$ cat src/hermite_table_interpolator_macros.svh
// Assertion macros used by the interpolator RTL.
`ifndef HERMITE_TABLE_INTERPOLATOR_MACROS_SVH
`define HERMITE_TABLE_INTERPOLATOR_MACROS_SVH

`ifndef NO_ASSERTIONS

// Implication within the same cycle.
`define HTI_ASSERT_IMP(lbl, clk, rst_n, ante, cons) \
    lbl: assert property (@(posedge clk) disable iff (!(rst_n)) (ante) |-> (cons)) \
        else $error("hti assertion failed");

// Implication in the next cycle.
`define HTI_ASSERT_NXT(lbl, clk, rst_n, ante, cons) \
    lbl: assert property (@(posedge clk) disable iff (!(rst_n)) (ante) |=> (cons)) \
        else $error("hti assertion failed");

`else

`define HTI_ASSERT_IMP(lbl, clk, rst_n, ante, cons)
`define HTI_ASSERT_NXT(lbl, clk, rst_n, ante, cons)

`endif

`endif

$ cat src/hti_fxmul.sv
`default_nettype none

module hti_fxmul #(
    parameter int FRAC_BITS = 16
) (
    input  wire logic               aclk,
    input  wire logic               load,
    input  wire logic signed [31:0] a,
    input  wire logic signed [31:0] b,
    output logic signed [31:0]      res
);

    logic signed [63:0] prod_reg;
    logic signed [63:0] shifted;

    always_ff @(posedge aclk) begin
        if (load) begin
            prod_reg <= 64'(a) * 64'(b);
        end
    end

    // The arithmetic shift rounds toward minus infinity.
    assign shifted = prod_reg >>> FRAC_BITS;

    always_comb begin
        if (shifted > 64'sd2147483647) begin
            res = 32'sh7FFF_FFFF;
        end else if (shifted < -64'sd2147483648) begin
            res = 32'sh8000_0000;
        end else begin
            res = shifted[31:0];
        end
    end

endmodule

`default_nettype wire

$ cat config.mk
export PLATFORM = sky130hd
export DESIGN_NAME = hti_fxmul
export DESIGN_NICKNAME = d
export VERILOG_FILES = /design/src/hermite_table_interpolator_macros.svh /design/src/hti_fxmul.sv
export SDC_FILE = /design/constraint.sdc
export NUM_CORES = 2
export LEC_CHECK = 0
export ABC_CLOCK_PERIOD_IN_PS = 13200
export BUFFER_PORTS_ARGS = -buffer_cell sky130_fd_sc_hd__buf_4
export CORE_MARGIN = 5
export CORE_UTILIZATION = 60
export DETAILED_ROUTE_END_ITERATION = 6
export GPL_TIMING_DRIVEN = 0
export HOLD_SLACK_MARGIN = 0.08
export PLACE_DENSITY = 0.77
export SLEW_MARGIN = 20
export SYNTH_ARGS = -nofsm -noshare
export SYNTH_HDL_FRONTEND = slang
export SYNTH_SLANG_ARGS = --single-unit
$ cat constraint.sdc
create_clock -name aclk -period 13.2 [get_ports aclk]
set_input_delay 2.64 -clock aclk [delete_from_list [all_inputs] [get_ports aclk]]
set_output_delay 2.64 -clock aclk [all_outputs]
set_load 0.1 [all_outputs]
# ---- Word-level counts from Yosys, hierarchy flattened
# Index checks and enable logic that the tools add are counted.
dict set report op_classes {
  shifts 0
  n_mul 1
  reduce_logical 0
  n_div 0
  n_lt_le_gt_ge 2
  add_sub_neg 0
  bitwise 0
  n_eq_ne 0
  muxes 2
}
# cell n
set ops {}
lappend ops {{32-bit by 32-bit multiplier with 64-bit output} 1}
lappend ops {{32-bit two-way mux} 2}
lappend ops {{48-bit by 32-bit greater-than comparator with 1-bit output (second input constant)} 1}
lappend ops {{48-bit by 32-bit less-than comparator with 1-bit output (second input constant)} 1}
dict set report totals {
  latchBits 0
  regBits 64
  memories 0
  ram_bits 0
  input_bits 66
  elab_cells 6
  rom_bits 0
}

# ---- Logic depth before layout (Yosys ltp)
dict set report depth {
  ltp_word 3
  mapped_depth 28
  depth_no_buf 27
}

# ---- Worst setup path before layout
# OpenSTA, ideal clock, no wires.
dict set report synth_path {
  kind {input to register}
  startpoint {input a[31]}
  endpoint {register prod_reg[57], data pin}
  stages 25
  required_time_ns 12.941
  slack_ns 3.066
  t_arrival_ns 9.875
  path_buffers 1
  path_cell_list {clkbuf_1 nand2_1 inv_1 fa_1 inv_1 fa_1 inv_1 fa_1 fa_1 inv_1 fa_1 inv_1 fa_1 fa_1 fa_1 ha_1 and2_1 and3_1 nand4_1 nor2_1 a2111oi_0 a211oi_1 a311o_1 a211oi_2 xnor2_1}
}
dict set report synth_between {
  elab_chain_cells 1
}
# item line_no
set synth_rtl {}
lappend synth_rtl {{from (decl)} hti_fxmul.sv:8} ;# input wire logic signed [31:0] a,
lappend synth_rtl {{32-bit by 32-bit multiplier with 64-bit output} hti_fxmul.sv:18} ;# prod_reg <= 64'(a) * 64'(b);
lappend synth_rtl {{to (signal assigned)} hti_fxmul.sv:18}
lappend synth_rtl {{to (decl)} hti_fxmul.sv:13} ;# logic signed [63:0] prod_reg;
# No other way between the ends.
# A chain may end at the register's enable or synchronous reset.

# ---- Worst setup path in the final report
dict set report layout_path {
  startpoint {input b[5]}
  endpoint {register prod_reg[63], data pin}
}
dict set report layout_between {
  elab_chain_cells 1
}
# item line_no
set layout_rtl {}
lappend layout_rtl {{from (decl)} hti_fxmul.sv:9} ;# input wire logic signed [31:0] b,
lappend layout_rtl {{32-bit by 32-bit multiplier with 64-bit output} hti_fxmul.sv:18}
# No other way between the ends.

==> flow_metrics.env <==
export IMPL_placed_area_sq_um=39310
export IMPL_yosys_area_top_type_share_pct=57.70
export IMPL_row_count=91
export IMPL_wire_per_inst_microns=25.21
export IMPL_vias=27560
export IMPL_synthCells=3906
export IMPL_synth_ff_type="edfxtp_1"
export IMPL_drive_gt1_share_pct=3.215
export IMPL_cts_htree_levels=2
export IMPL_grt_max_degree=49
export IMPL_cts_made_buffers=5
export IMPL_synth_edff_count=48
export IMPL_grt_pass1_vias=29770
export IMPL_die_area_sq_um=67610
export IMPL_critPathKind="primary input to flip-flop"
export IMPL_multi_input_area_sq_um=31660
export IMPL_synth_distinct_cells=69
export IMPL_wl_microns=122300
export IMPL_holdBufCountCts=0
export IMPL_io_buffers=97
export IMPL_grt_first_pass_wirelength_microns=184300
export IMPL_worst_ep_required_time_ns=13.26
export IMPL_dp_hpwl_microns=108900
export IMPL_viasPerCell=5.680
export IMPL_ant_nets=0
export IMPL_pre_cts_slack_ns=1.450
export IMPL_cts_tree="built"
export IMPL_synth_most_common_cell="fa_1"
export IMPL_gp_congestion=1.052
export IMPL_maxSlewHeadroom_pct=33.13
export IMPL_rsz0062_at_grt="false"
export IMPL_worstMarginPinSlew_ns=1.003
export IMPL_maxSlewViolCount=0
export IMPL_path_clk_slew_ns=0.08
export IMPL_slowest_stage="fa_1"
export IMPL_synthToLayoutAreaGrowth_pct=5.331
export IMPL_synth_nets=5233
export IMPL_ys_top_cells_by_area="fa_1, inv_1, and2_1"
export IMPL_max_cap_viol_count=0
export IMPL_setup_viol=0
export IMPL_synth_top_area_cell="fa_1"
export IMPL_setup_slack_ns=1.707
export IMPL_drc_errors=0
export IMPL_tns_ns=0
export IMPL_coreArea_sq_um=61830
export IMPL_final_nets=5338
export IMPL_slowest_delay_ns=0.90
export IMPL_firstDrtPassIters=6
export IMPL_cts_root_buffer="clkbuf_16"
export IMPL_cts_sinks=48
export IMPL_cts_setup_buffers=0
export IMPL_die_h_microns=260.0
export IMPL_synth_seq_cells=48
export IMPL_clockBufferDepth=2
export IMPL_hold_ws_ns=2.861
export IMPL_timing_fmax_ghz=0.08701
export IMPL_regArea_sq_um=1441
export IMPL_yosys_top_cells_count="fa_1, inv_1, nand2_1"
export IMPL_dr_first_iter_drc_count=2195
export IMPL_antenna_found_initial=4
export IMPL_fillers=5206
export IMPL_syn_area_sq_um=37510
export IMPL_cp_arrival_ns=11.55
export IMPL_crit_fanout=10
export IMPL_critPathCaptureType="flip-flop"
export IMPL_outcome="finished clean"
export IMPL_crit_path_start_kind="primary input"
export IMPL_crit_top_cell="fa_1"
export IMPL_num_io_pins=98
export IMPL_hold_path_class="primary input to flip-flop"
export IMPL_timing_final_crit_share_pct=87.07
export IMPL_start_util_pct=60.66
export IMPL_synth_area_per_cell_sq_um=9.602
export IMPL_largest_reg_flops=48
export IMPL_synth_warnings=0
export IMPL_die_x_microns=260.0
export IMPL_grt_usage_pct=37.55
export IMPL_grt_remaining_overflow=0
export IMPL_period_needed_ns=11.49
export IMPL_yosysSeqAreaShare_pct=3.843
export IMPL_stdcell_area_sq_um=39510
export IMPL_cts_resized_gates=0
export IMPL_hold_viol=0
export IMPL_postSynth_asyncResetShare_pct=0
routing by layer:
layer,global-route usage [%],up-vias,routed length [microns]
met1,45.09,14170,41490
met5,0,-,7
met4,26.04,2,11990
met3,11.20,488,13340
met2,58.54,1531,55470
li1,-,11360,-
worst paths after layout:
path | to | startpoint | depth (start not counted) | slack, ns
hold / removal | prod_reg[48]$_DFFE_PP_ | load | 1 | 2.86
setup / recovery | prod_reg[63]$_DFFE_PP_ | b[5] | 29 | 1.71
cell families (layout without fill, tap and decap cells):
family / Yosys count / in the layout / synth area share [%]
fa+ha+maj: 1261 / 1261 / 63.70
buf+inv: 1179 / 1285 / 11.80
simple gates: 1158 / 1158 / 15.50
compound gates: 197 / 197 / 3.676
xor+xnor: 62 / 62 / 1.448
flops: 48 / 48 / 3.843
mux: 1 / 1 / 0.02669
other cells: 0 / 2 / 0
final cells by class:
type / instances / share of cell area [%]
Buffer: 210 / 1.998
Clock buffer: 5 / 0.3167
Clock inverter: 3 / 0.1742
Tap cell: 837 / 2.651
Inverter: 969 / 9.207
Multi-Input combinational cell: 2679 / 80.13
Antenna cell: 2 / 0.01267
Sequential cell: 48 / 3.649
Timing Repair Buffer: 98 / 1.862
placed cells by master, fill, tap and decap left out, types with 24 or more instances in the layout:
master    synthesis  final
ha_1            180    180
and2_1          512    512
nand2_1         521    521
o21ai_0          25     25
fa_1           1081   1080
clkbuf_1        207    207
xor2_1           24     24
xnor2_1          38     38
buf_4             0     98
edfxtp_1         48     48
a21o_1           58     58
a21oi_1          51     51
nor2_1           52     52
inv_1           969    969
worst max-delay path, delay by kind of cell:
family / cells / cell delay (ns)
compound gates: 8 / 1.51
buf+inv: 10 / 2.07
simple gates: 1 / 0.26
xor+xnor: 1 / 0.43
fa+ha+maj: 9 / 4.60
per-stage QoR:
stage / utilization, % / std cells
after global placement: 63.54 / 4840
after floorplan: - / 3906
after CTS: 63.89 / 4849
final: 63.90 / 4851
after detailed placement: 63.58 / 4841
after global routing: 63.89 / 4849
Power is left out: the tool's default activity adds up to more than one toggle a clock period on the data nets, which glitch-free logic cannot reach.
