### src/hermite_table_interpolator_macros.svh
// Assertion macros used by the interpolator RTL.
`ifndef HERMITE_TABLE_INTERPOLATOR_MACROS_SVH
`define HERMITE_TABLE_INTERPOLATOR_MACROS_SVH

`ifndef NO_ASSERTIONS

// Implication within the same cycle.
`define HTI_ASSERT_IMP(lbl, clk, rst_n, ante, cons) \
    lbl: assert property (@(posedge clk) disable iff (!(rst_n)) (ante) |-> (cons)) \
        else $error("hti assertion failed");

// Implication in the next cycle.
`define HTI_ASSERT_NXT(lbl, clk, rst_n, ante, cons) \
    lbl: assert property (@(posedge clk) disable iff (!(rst_n)) (ante) |=> (cons)) \
        else $error("hti assertion failed");

`else

`define HTI_ASSERT_IMP(lbl, clk, rst_n, ante, cons)
`define HTI_ASSERT_NXT(lbl, clk, rst_n, ante, cons)

`endif

`endif

### src/hti_div.sv
`default_nettype none

module hti_div #(
    parameter int FRAC_BITS = 16
) (
    input  wire logic               aclk,
    input  wire logic               aresetn,
    input  wire logic               start,
    input  wire logic signed [33:0] num,
    input  wire logic signed [31:0] den,
    output logic                    done,
    output logic signed [31:0]      quot
);

    localparam int MW   = 34 + FRAC_BITS;
    localparam int CNTW = $clog2(MW + 1);

    logic            busy_reg;
    logic [CNTW-1:0] cnt_reg;
    logic [MW-1:0]   work_reg;
    logic [31:0]     rem_reg;
    logic [31:0]     den_reg;
    logic            neg_reg;

    logic [33:0] num_mag;
    logic [31:0] den_mag;
    logic [32:0] rem_sh;
    logic        ge;
    logic [32:0] rem_new;
    logic        big_pos;
    logic        big_neg;

    assign num_mag = num[33] ? (34'd0 - num) : num;
    assign den_mag = den[31] ? (32'd0 - den) : den;
    assign rem_sh  = {rem_reg, work_reg[MW-1]};
    assign ge      = rem_sh >= {1'b0, den_reg};
    assign rem_new = ge ? (rem_sh - {1'b0, den_reg}) : rem_sh;
    assign done    = busy_reg && (cnt_reg == '0);

    // Quotient bits shift into the dividend register as its bits move out.
    always_ff @(posedge aclk) begin
        if (!aresetn) begin
            busy_reg <= 1'b0;
            cnt_reg  <= '0;
        end else if (start) begin
            busy_reg <= 1'b1;
            cnt_reg  <= CNTW'(MW);
        end else if (done) begin
            busy_reg <= 1'b0;
        end else if (busy_reg) begin
            cnt_reg <= cnt_reg - CNTW'(1);
        end
    end

    always_ff @(posedge aclk) begin
        if (start) begin
            work_reg <= {num_mag, FRAC_BITS'(0)};
            rem_reg  <= '0;
            den_reg  <= den_mag;
            neg_reg  <= num[33] ^ den[31];
        end else if (busy_reg && (cnt_reg != '0)) begin
            work_reg <= {work_reg[MW-2:0], ge};
            rem_reg  <= rem_new[31:0];
        end
    end

    assign big_pos = work_reg > MW'(32'h7FFF_FFFF);
    assign big_neg = work_reg > MW'(33'h0_8000_0000);

    always_comb begin
        if (neg_reg) begin
            quot = big_neg ? 32'sh8000_0000 : 32'(MW'(0) - work_reg);
        end else begin
            quot = big_pos ? 32'sh7FFF_FFFF : work_reg[31:0];
        end
    end

endmodule

`default_nettype wire

### config.mk
export PLATFORM = sky130hd
export DESIGN_NAME = hti_div
export DESIGN_NICKNAME = d
export VERILOG_FILES = /design/src/hermite_table_interpolator_macros.svh /design/src/hti_div.sv
export SDC_FILE = /design/constraint.sdc
export NUM_CORES = 1
export LEC_CHECK = 0
export ABC_AREA = 1
export BUFFER_PORTS_ARGS = -buffer_cell sky130_fd_sc_hd__buf_4
export CORE_MARGIN = 1
export CORE_UTILIZATION = 55
export DETAILED_ROUTE_END_ITERATION = 8
export GPL_TIMING_DRIVEN = 0
export HOLD_SLACK_MARGIN = 0.03
export PLACE_DENSITY_LB_ADDON = 0.05
export SYNTH_ARGS = -nofsm -noshare
export SYNTH_HDL_FRONTEND = slang
export SYNTH_SLANG_ARGS = --single-unit
### constraint.sdc
create_clock -name aclk -period 4 [get_ports aclk]
set_clock_uncertainty 0.05 [all_clocks]
set_input_delay 0.2 -clock aclk [delete_from_list [all_inputs] [get_ports aclk]]
set_output_delay 0.2 -clock aclk [all_outputs]
set_load 0.03 [all_outputs]
# Word-level counts from Yosys, hierarchy flattened

Cells that the tools add are included.

Flip-flop bits (word level): 122
Output and inout port bits: 33
Input port bits: 69

Bitwise gates (word level): 3
Add/sub/neg operators: 5
Reduce and logical (&&, ||, !) cells: 10
Equal/unequal tests: 1
$lt $le $gt $ge: 3
Mux-type cells: 13

Operator list:

| kind                                                 | count |
|---|---|
| 2-to-1 mux 32 bit                                    | 4 |
| 2-to-1 mux 50 bit                                    | 2 |
| subtractor 1 x 32 -> 32 bit, first input constant    | 2 |
| > comparator 50 x 31 -> 1 bit, second input constant | 1 |
| > comparator 50 x 32 -> 1 bit, second input constant | 1 |
| 2-to-1 mux 34 bit                                    | 1 |
| subtractor 1 x 34 -> 34 bit, first input constant    | 1 |
| greater-or-equal comparator 33 x 32 -> 1 bit         | 1 |
| subtractor 32 bit                                    | 1 |
| 2-to-1 mux 31 bit                                    | 1 |
| 2-to-1 mux 6 bit                                     | 3 |
| zero test 6 bit                                      | 1 |
| nonzero test 2 bit                                   | 3 |
| nonzero test 6 bit                                   | 1 |
| subtractor 6 x 1 -> 6 bit, second input constant     | 1 |
| AND reduction 2 bit                                  | 2 |
| logical AND 1 bit                                    | 2 |
| 2-to-1 mux 1 bit                                     | 2 |
| != test 2 bit, second input constant                 | 1 |
| NOT 1 bit                                            | 2 |
| OR reduction 2 bit                                   | 1 |
| XOR 1 bit                                            | 1 |

# Depth between registers and ports, before layout

Gate-level depths: netlist of run 1.

Depth in word-level cells: 4
Gate-level depth with buffers: 16
Depth with buffers taken out: 16

# Worst setup path before layout of run 1

No wires, ideal clock.

Path kind: register -> output
Start point: reg work_reg[1]
End point: out quot[19]
Cell stages (with the launch flop): 11
Required time: 3750 ps
Buffers on the path: 0
Arrival: 2013 ps
Slack: 1737 ps
Path through: dfxtp_1 -> inv_1 -> ha_1 -> nand3_2 -> nor3_4 -> nand2_2 -> nor2_1 -> nand2_1 -> nand2_2 -> nand2_2 -> o21ai_0

Longest elaborated chain between the ends: 3

Ends and longest elaborated chain:

| what                                                        | RTL line                     | text |
|---|---|---|
| start, declared                                             | hti_div.sv:20                | `logic [MW-1:0] work_reg;` |
| start signal, assigned                                      | hti_div.sv:57                | `work_reg <= {num_mag, FRAC_BITS'(0)};` |
| start signal, assigned                                      | hti_div.sv:62                | `work_reg <= {work_reg[MW-2:0], ge};` |
| > comparator 50 x 31 -> 1 bit, or another cell as far along | hti_div.sv:67                | `assign big_pos = work_reg > MW'(32'h7FFF_FFFF);` |
| 2-to-1 mux 32 bit, on equally long branches                 | hti_div.sv:74, hti_div.sv:72 |  |
| 2-to-1 mux 32 bit *                                         | hti_div.sv:71                | `if (neg_reg) begin` |
| end, declared                                               | hti_div.sv:12                | `output logic signed [31:0] quot` |

Every way passes the cells marked *; elsewhere a longest branch is shown, timed or not.

# Worst setup path after layout of run 1

Start point: reg work_reg[49]
End point: out quot[28]

Longest elaborated chain between the ends: 3

Ends and longest elaborated chain:

| what                                                                           | RTL line |
|---|---|
| > comparator 50 x 31 -> 1 bit or > comparator 50 x 32 -> 1 bit (tied branches) | hti_div.sv:67, hti_div.sv:68 |
| 2-to-1 mux 32 bit, on equally long branches                                    | hti_div.sv:74, hti_div.sv:72 |
| 2-to-1 mux 32 bit *                                                            | hti_div.sv:71 |

Marked as above.

==> out/results.ini, run 1 <==
[outcome]
status = finished, final reports clean

[power_and_ir_drop]
comb_power_share_pct = 21.2
p_seq_share_pct = 38.7
vdd_drop_max_v = 0.000293
clockPowerShare_pct = 40.1
leakagePower_nw = 6.12
power_switching_mw = 1.21
swShare_pct = 31.9
fin_total_pwr_mw = 3.80
internal_power_mw = 2.59
powerDensity_nw_per_um2 = 317

[place]
dpl.hpwl_um = 23800
gp_congestion = 0.973
io_buffers = 99
place_ws_ns = 1.19
placedCellCount = 1929

[sta]
max_slew_margin_pct = 34.2
final_max_slew_viol_count = 0
post-route-min-period_ns = 3.41
fin_ws_ns = 0.586
rsz0062_at_grt = false
min_period_over_period_pct = 85.4
tightest_slew_ns = 0.986
setup_tns_ns = 0
fmax_mhz = 293
setup_viol = 0
hold_viol = 0

[clocking]
cts_made_buffers = 17
clock_sinks = 122
cts.reportedPaths.clkPinSlew_ns = 0.06
cts_setup_buffers = 0
ctsLongestPathBuffers = 2
ctsHtreeMaxLevel = 4
cts_tree = done
root_buffer = clkbuf_16
clock_latency_ns = 0.44

[final_layout]
drive_gt1_share_pct = 11.2
layout.nets = 1830
fill_cells = 1742
fin_cells = 1965
diodes = 0
synthToLayoutAreaGrowth_pct = 15.8
largest_reg_flops = 50

[yosys]
synth_simple_gate_area_share_pct = 37.2
synthDistinctLibCells = 47
synthesis.nets = 1708
netlist.area_leader.share_pct = 19.4
synth_area_leaders = edfxtp_1 19%, nand2_1 17%, dfxtp_1 11%
synthCells = 1601
syn_area_um2 = 10400
synth_xor_area_share_pct = 6.76
synth_flop_cell = edfxtp_1
yosys.area.top_type = edfxtp_1
synth.top_cells.by_count = 480 x nand2_1, 260 x inv_1, 151 x nor2_1
synth_area_per_cell_um2 = 6.47
synth_fa_ha_area_share_pct = 4.66
yosys_warnings = 0
synth_edf_count = 67
ys_seq_area_share_pct = 30.0
synth-compound-area-share_pct = 9.63
synthMuxAreaShare_pct = 0
synth.most_common_cell = nand2_1
synth_top_family_by_area = simple AND/OR/NAND/NOR gates
synth_seq_cells = 122
ys_async_sr_fraction_pct = 0

[grt]
track_usage_pct = 31.7
overflow = 0
grt_pass1_vias = 9618
grt.met1_usage_pct = 45.1
grtUsageMet2_pct = 48.7
grt_max_degree = 44
met3_usage_pct = 7.05
top_usage_layer = met2
grt_pass1_wl_um = 48200
antenna_found_initial = 0

[setup_path]
path_class = flip-flop to output pin
cp.arrival_ns = 3.16
cp-start-kind = flip-flop
worstSetupEndpointType = output pin
crit_required_ns = 3.75
cp_max_fo = 10

[routing]
dr.pass1.iters = 6
wire_per_inst_um = 15.4
drt-total-wl_um = 30300
drt_iter0_drc = 1015
antenna_left = 0
via_per_inst = 5.40
vias = 10616
drc = 0

[floorplanning]
initial_core_util_pct = 56.9
fp.coreArea_um2 = 18200
die_height_um = 139
io_pins = 102
die_w_um = 139
die_area_um2 = 19400
rows = 49

[run]
drv_cap = 0

[hold_path]
hold_path_class = input pin to flip-flop

## kinds of logic after synthesis
group | after synthesis
AOI/OAI and AO/OA | 187
xor gates and xnor gates | 80
adders and majority gates | 38
buffers and inverters | 308
DFF | 122
and+or+nand+nor | 866
## final timing paths
check / startpoint / to / slack, ns / depth (start not counted)
worst max-delay path: work_reg[49]$_DFFE_PP_ / quot[28] / 0.59 / 9
worst min-delay path: den[7] / den_reg[7]$_DFFE_PP_ / 0.03 / 2
worst min register to register: rem_reg[22]$_SDFFE_PP0P_ / rem_reg[22]$_SDFFE_PP0P_ / 0.42 / 2
worst max register to register: cnt_reg[0]$_SDFFE_PP0P_ / work_reg[46]$_DFFE_PP_ / 1.36 / 8
## worst max-delay path: stages, from the launching register on
cell and delay (ns):
edfxtp_1 0.36, inv_1 0.23, nand4_1 0.17, nor3_1 0.64, nand2_1 0.42, nand2_2 0.22, nand2_2 0.12, buf_6 0.18
o21ai_1 0.19, buf_4 0.19
## repair_timing
item / CTS / global route
gates resized for setup: 0 / 0
hold endpoints to repair: 7 / 0
hold buffers: 4 / 0
## layout make-up
type / instances / area (um2) / area share (%)
plain buffers: 38 / 196 / 1.64
repair buffers: 103 / 783 / 6.52
clock inverters: 12 / 113 / 0.938
clock buffers: 20 / 457 / 3.80
flip-flops and latches: 122 / 3110 / 25.9
multi-input cells: 1171 / 6040 / 50.3
inverters: 270 / 1010 / 8.44
well taps: 229 / 287 / 2.39
## metal layers
layer,vias to the layer above,routed length [um]
met1,4790,14400
met2,430,13000
li1,5361,-
met3,35,2470
met4,0,401
met5,-,0
## cell usage in the layout (no fill, tap or decap), types with 8 or more instances in the layout
cell type and count:
o22ai_1 27, edfxtp_1 67, nor2_1 151, nor2_2 8
buf_4 101, clkbuf_16 17, dfxtp_1 55, nand2_1 480
o21ai_0 79, nand3_1 105, nand2_2 10, nand4_1 31
o21ai_1 23, nor3_1 13, nand3b_1 31, inv_1 260
nand3_2 9, a21oi_1 47, xnor2_1 25, xor2_1 55
ha_1 37, clkbuf_1 22
## stage by stage
step           instance area (um2)  utilization, %  hold WS [ns]
5_1_grt                      12000            65.9        0.0329
6_report                     12000            65.9        0.0345
3_5_place_dp                 11400            62.6         0.355
3_3_place_gp                 11400            62.6         0.355
2_1_floorplan                10400               -         0.248
4_1_cts                      12000            65.9        0.0313
## power by group through the flow
| stage | logic (mW) | registers [mW] | clock network (mW) |
|---|---|---|---|
| global placement | 0.782 | 1.49 | 0 |
| CTS | 0.795 | 1.47 | 1.53 |
| global route | 0.882 | 1.48 | 1.57 |
| finish | 0.806 | 1.47 | 1.52 |
| detailed placement | 0.787 | 1.50 | 0 |
| floorplan | 0.509 | 1.48 | 0 |
Power figures use the tool's default switching activity.
==> run 2: changes to the inputs <==
ABC_AREA = unset   (was 1)
==> out/results.ini, run 2 <==
[clocking]
ctsHtreeMaxLevel = 4  ; unchanged
cts_tree = done
cts.reportedPaths.clkPinSlew_ns = 0.06  ; about the same
root_buffer = clkbuf_16
cts_made_buffers = 17  ; unchanged
clock_latency_ns = 0.42  ; -0.02 ns
ctsLongestPathBuffers = 2  ; unchanged
clock_sinks = 122  ; unchanged

[floorplanning]
die_height_um = 129  ; -7.4%
initial_core_util_pct = 56.1  ; -0.87 points
die_area_um2 = 16600  ; -14%
rows = 46  ; -6.1%
die_w_um = 129  ; -7.4%
io_pins = 102  ; unchanged
fp.coreArea_um2 = 15800  ; -13%

[routing]
dr.pass1.iters = 5  ; -1
via_per_inst = 5.92  ; +9.5%
vias = 8461  ; -20%
drt_iter0_drc = 609  ; -40%
drc = 0  ; unchanged
antenna_left = 0  ; unchanged
drt-total-wl_um = 24100  ; -20%
wire_per_inst_um = 16.8  ; +9.3%

[setup_path]
cp_max_fo = 10  ; unchanged
cp.arrival_ns = 3.60  ; +0.44 ns
path_cells = or4_1, or4_1, or3_1, o31a_1, buf_2, o41ai_1, nand2_1, o311ai_1, buf_4
crit_top_cell = or4_1
worstSetupEndpointType = output pin
slowest_delay_ns = 0.57  ; -0.07 ns
crit_path_top_delay_cell = or4_1
crit_required_ns = 3.75  ; about the same
cp-start-kind = flip-flop
path_class = flip-flop to output pin

[power_and_ir_drop]
vdd_drop_max_v = 0.000355  ; +21%
clockPowerShare_pct = 36.0  ; -4.1 points
swShare_pct = 32.0  ; +0.12 points
power_switching_mw = 1.34  ; +11%
internal_power_mw = 2.86  ; +10%
comb_power_share_pct = 27.0  ; +5.8 points
p_seq_share_pct = 36.9  ; -1.8 points
leakagePower_nw = 4.23  ; -31%
powerDensity_nw_per_um2 = 392  ; +24%

[yosys]
syn_area_um2 = 8870  ; -14%
yosys_warnings = 0  ; unchanged
ys_async_sr_fraction_pct = 0  ; unchanged
ys_seq_area_share_pct = 35.1  ; +5.1 points
netlist.area_leader.share_pct = 22.7  ; +3.3 points
synth_flop_cell = edfxtp_1
synth.most_common_cell = nand2_1
synth_area_leaders = edfxtp_1 23%, dfxtp_1 12%, nand2_1 7.3%
synthCells = 1060  ; -34%
synthDistinctLibCells = 75  ; +60%
synth_area_per_cell_um2 = 8.37  ; +29%
synth.top_cells.by_count = 173 x nand2_1, 77 x o21ai_0, 73 x xnor2_1
yosys.area.top_type = edfxtp_1
synth_edf_count = 67  ; unchanged
synth_seq_cells = 122  ; unchanged
synthesis.nets = 1167  ; -32%

[hold_path]
hold_path_class = input pin to flip-flop

[sta]
hold_viol = 0  ; unchanged
setup_viol = 0  ; unchanged
fmax_mhz = 260  ; -11%
rsz0062_at_grt = false
min_period_over_period_pct = 96.3  ; +11 points
final_max_slew_viol_count = 0  ; unchanged
setup_tns_ns = 0  ; unchanged
max_slew_margin_pct = 13.1  ; -21 points
hold_slack_ns = 0.0476  ; +0.0130 ns
post-route-min-period_ns = 3.85  ; +0.438 ns
tightest_slew_ns = 1.30  ; +0.316 ns

[final_layout]
final_cell_mix = 173 x nand2_1, 106 x buf_4, 77 x o21ai_0
largest_reg_flops = 50  ; unchanged
fin_cells = 1430  ; -27%
synthToLayoutAreaGrowth_pct = 20.9
diodes = 0  ; unchanged
drive_gt1_share_pct = 14.7  ; +3.5 points
final_common_cell = nand2_1
layout.nets = 1308  ; -29%

[place]
dpl.hpwl_um = 17700  ; -26%
io_buffers = 101  ; +2.0%
placedCellCount = 1377  ; -29%
gp_congestion = 0.913  ; -6.2%

[grt]
grt_max_degree = 40  ; -9.1%
grt_pass1_wl_um = 38700  ; -20%
antenna_found_initial = 0  ; unchanged
track_usage_pct = 29.8  ; -1.9 points
grt_pass1_vias = 7734  ; -20%
overflow = 0  ; unchanged

[run]
drv_cap = 0  ; unchanged

[outcome]
status = finished, final reports clean

## run 2: path summary, 6_finish.rpt
kind                                  from                        to  slack (ns)  cells past startpoint
setup / recovery    work_reg[46]$_DFFE_PP_                  quot[18]        0.15                      9
setup reg to reg  rem_reg[20]$_SDFFE_PP0P_  rem_reg[17]$_SDFFE_PP0P_        0.23                     11
hold reg to reg    rem_reg[2]$_SDFFE_PP0P_   rem_reg[2]$_SDFFE_PP0P_        0.44                      2
hold / removal                     den[11]     den_reg[11]$_DFFE_PP_        0.05                      2
## run 2: kinds of logic (layout without fill, tap and decap cells)
group / Yosys count / after routing / synth area share (%)
simple gates: 383 / 383 / 20.9
flops: 122 / 122 / 35.1
buf+inv: 117 / 271 / 5.16
compound gates: 300 / 300 / 23.4
mux: 7 / 7 / 0.804
xor+xnor: 93 / 93 / 9.18
fa+ha+maj: 38 / 38 / 5.44
## run 2: repair_timing
action / 4_1_cts / 5_1_grt
hold endpoints to repair: 23 / 0
pin swaps: 1 / 1
gates cloned: 0 / 0
setup endpoints to repair: 6 / 50
hold buffers: 19 / 0
gates resized for setup: 0 / 18
buffers inserted: 1 / 1
## run 2: per-layer routing
layer	up-vias	GRT usage (%)	share of wire (%)
met2	279	48.0	46
li1	4165	-	-
met5	-	0	0
met1	3993	41.5	47
met3	24	5.16	5.7
met4	0	7.75	1.3
## run 2: through the flow
step	instance area [um2]	worst slack, ns	total power, mW	util, %
floorplan	8870	0.243	2.31	-
global placement	9900	0.200	2.65	62.6
detailed placement	9900	0.178	2.67	62.6
CTS	10700	0.00987	4.20	67.5
global route	10700	0.00501	4.40	67.8
finish	10700	0.148	4.20	67.8
## run 2: power by group through the flow
| stage | logic (mW) | clock network (mW) | registers, mW |
|---|---|---|---|
| final | 1.14 | 1.51 | 1.55 |
| after global routing | 1.25 | 1.59 | 1.56 |
| after CTS | 1.12 | 1.53 | 1.55 |
| after detailed placement | 1.09 | 0 | 1.57 |
| after global placement | 1.08 | 0 | 1.57 |
| after floorplan | 0.776 | 0 | 1.53 |
## run 2: cell type report
class / count / area [um2]
fillers: 1417 / 5100
plain buffers: 58 / 240
multi-input cells: 821 / 5340
clock inverters: 12 / 124
well taps: 216 / 270
flip-flops and latches: 122 / 3110
inverters: 59 / 221
repair buffers: 122 / 963
clock buffers: 20 / 457
## run 2: worst max-delay path, delay by kind of cell (launching register included)
family	cells	cell delay, ns
DFF	1	0.38
and+or+nand+nor	4	1.57
buffers and inverters	2	0.44
AOI/OAI and AO/OA	3	0.80
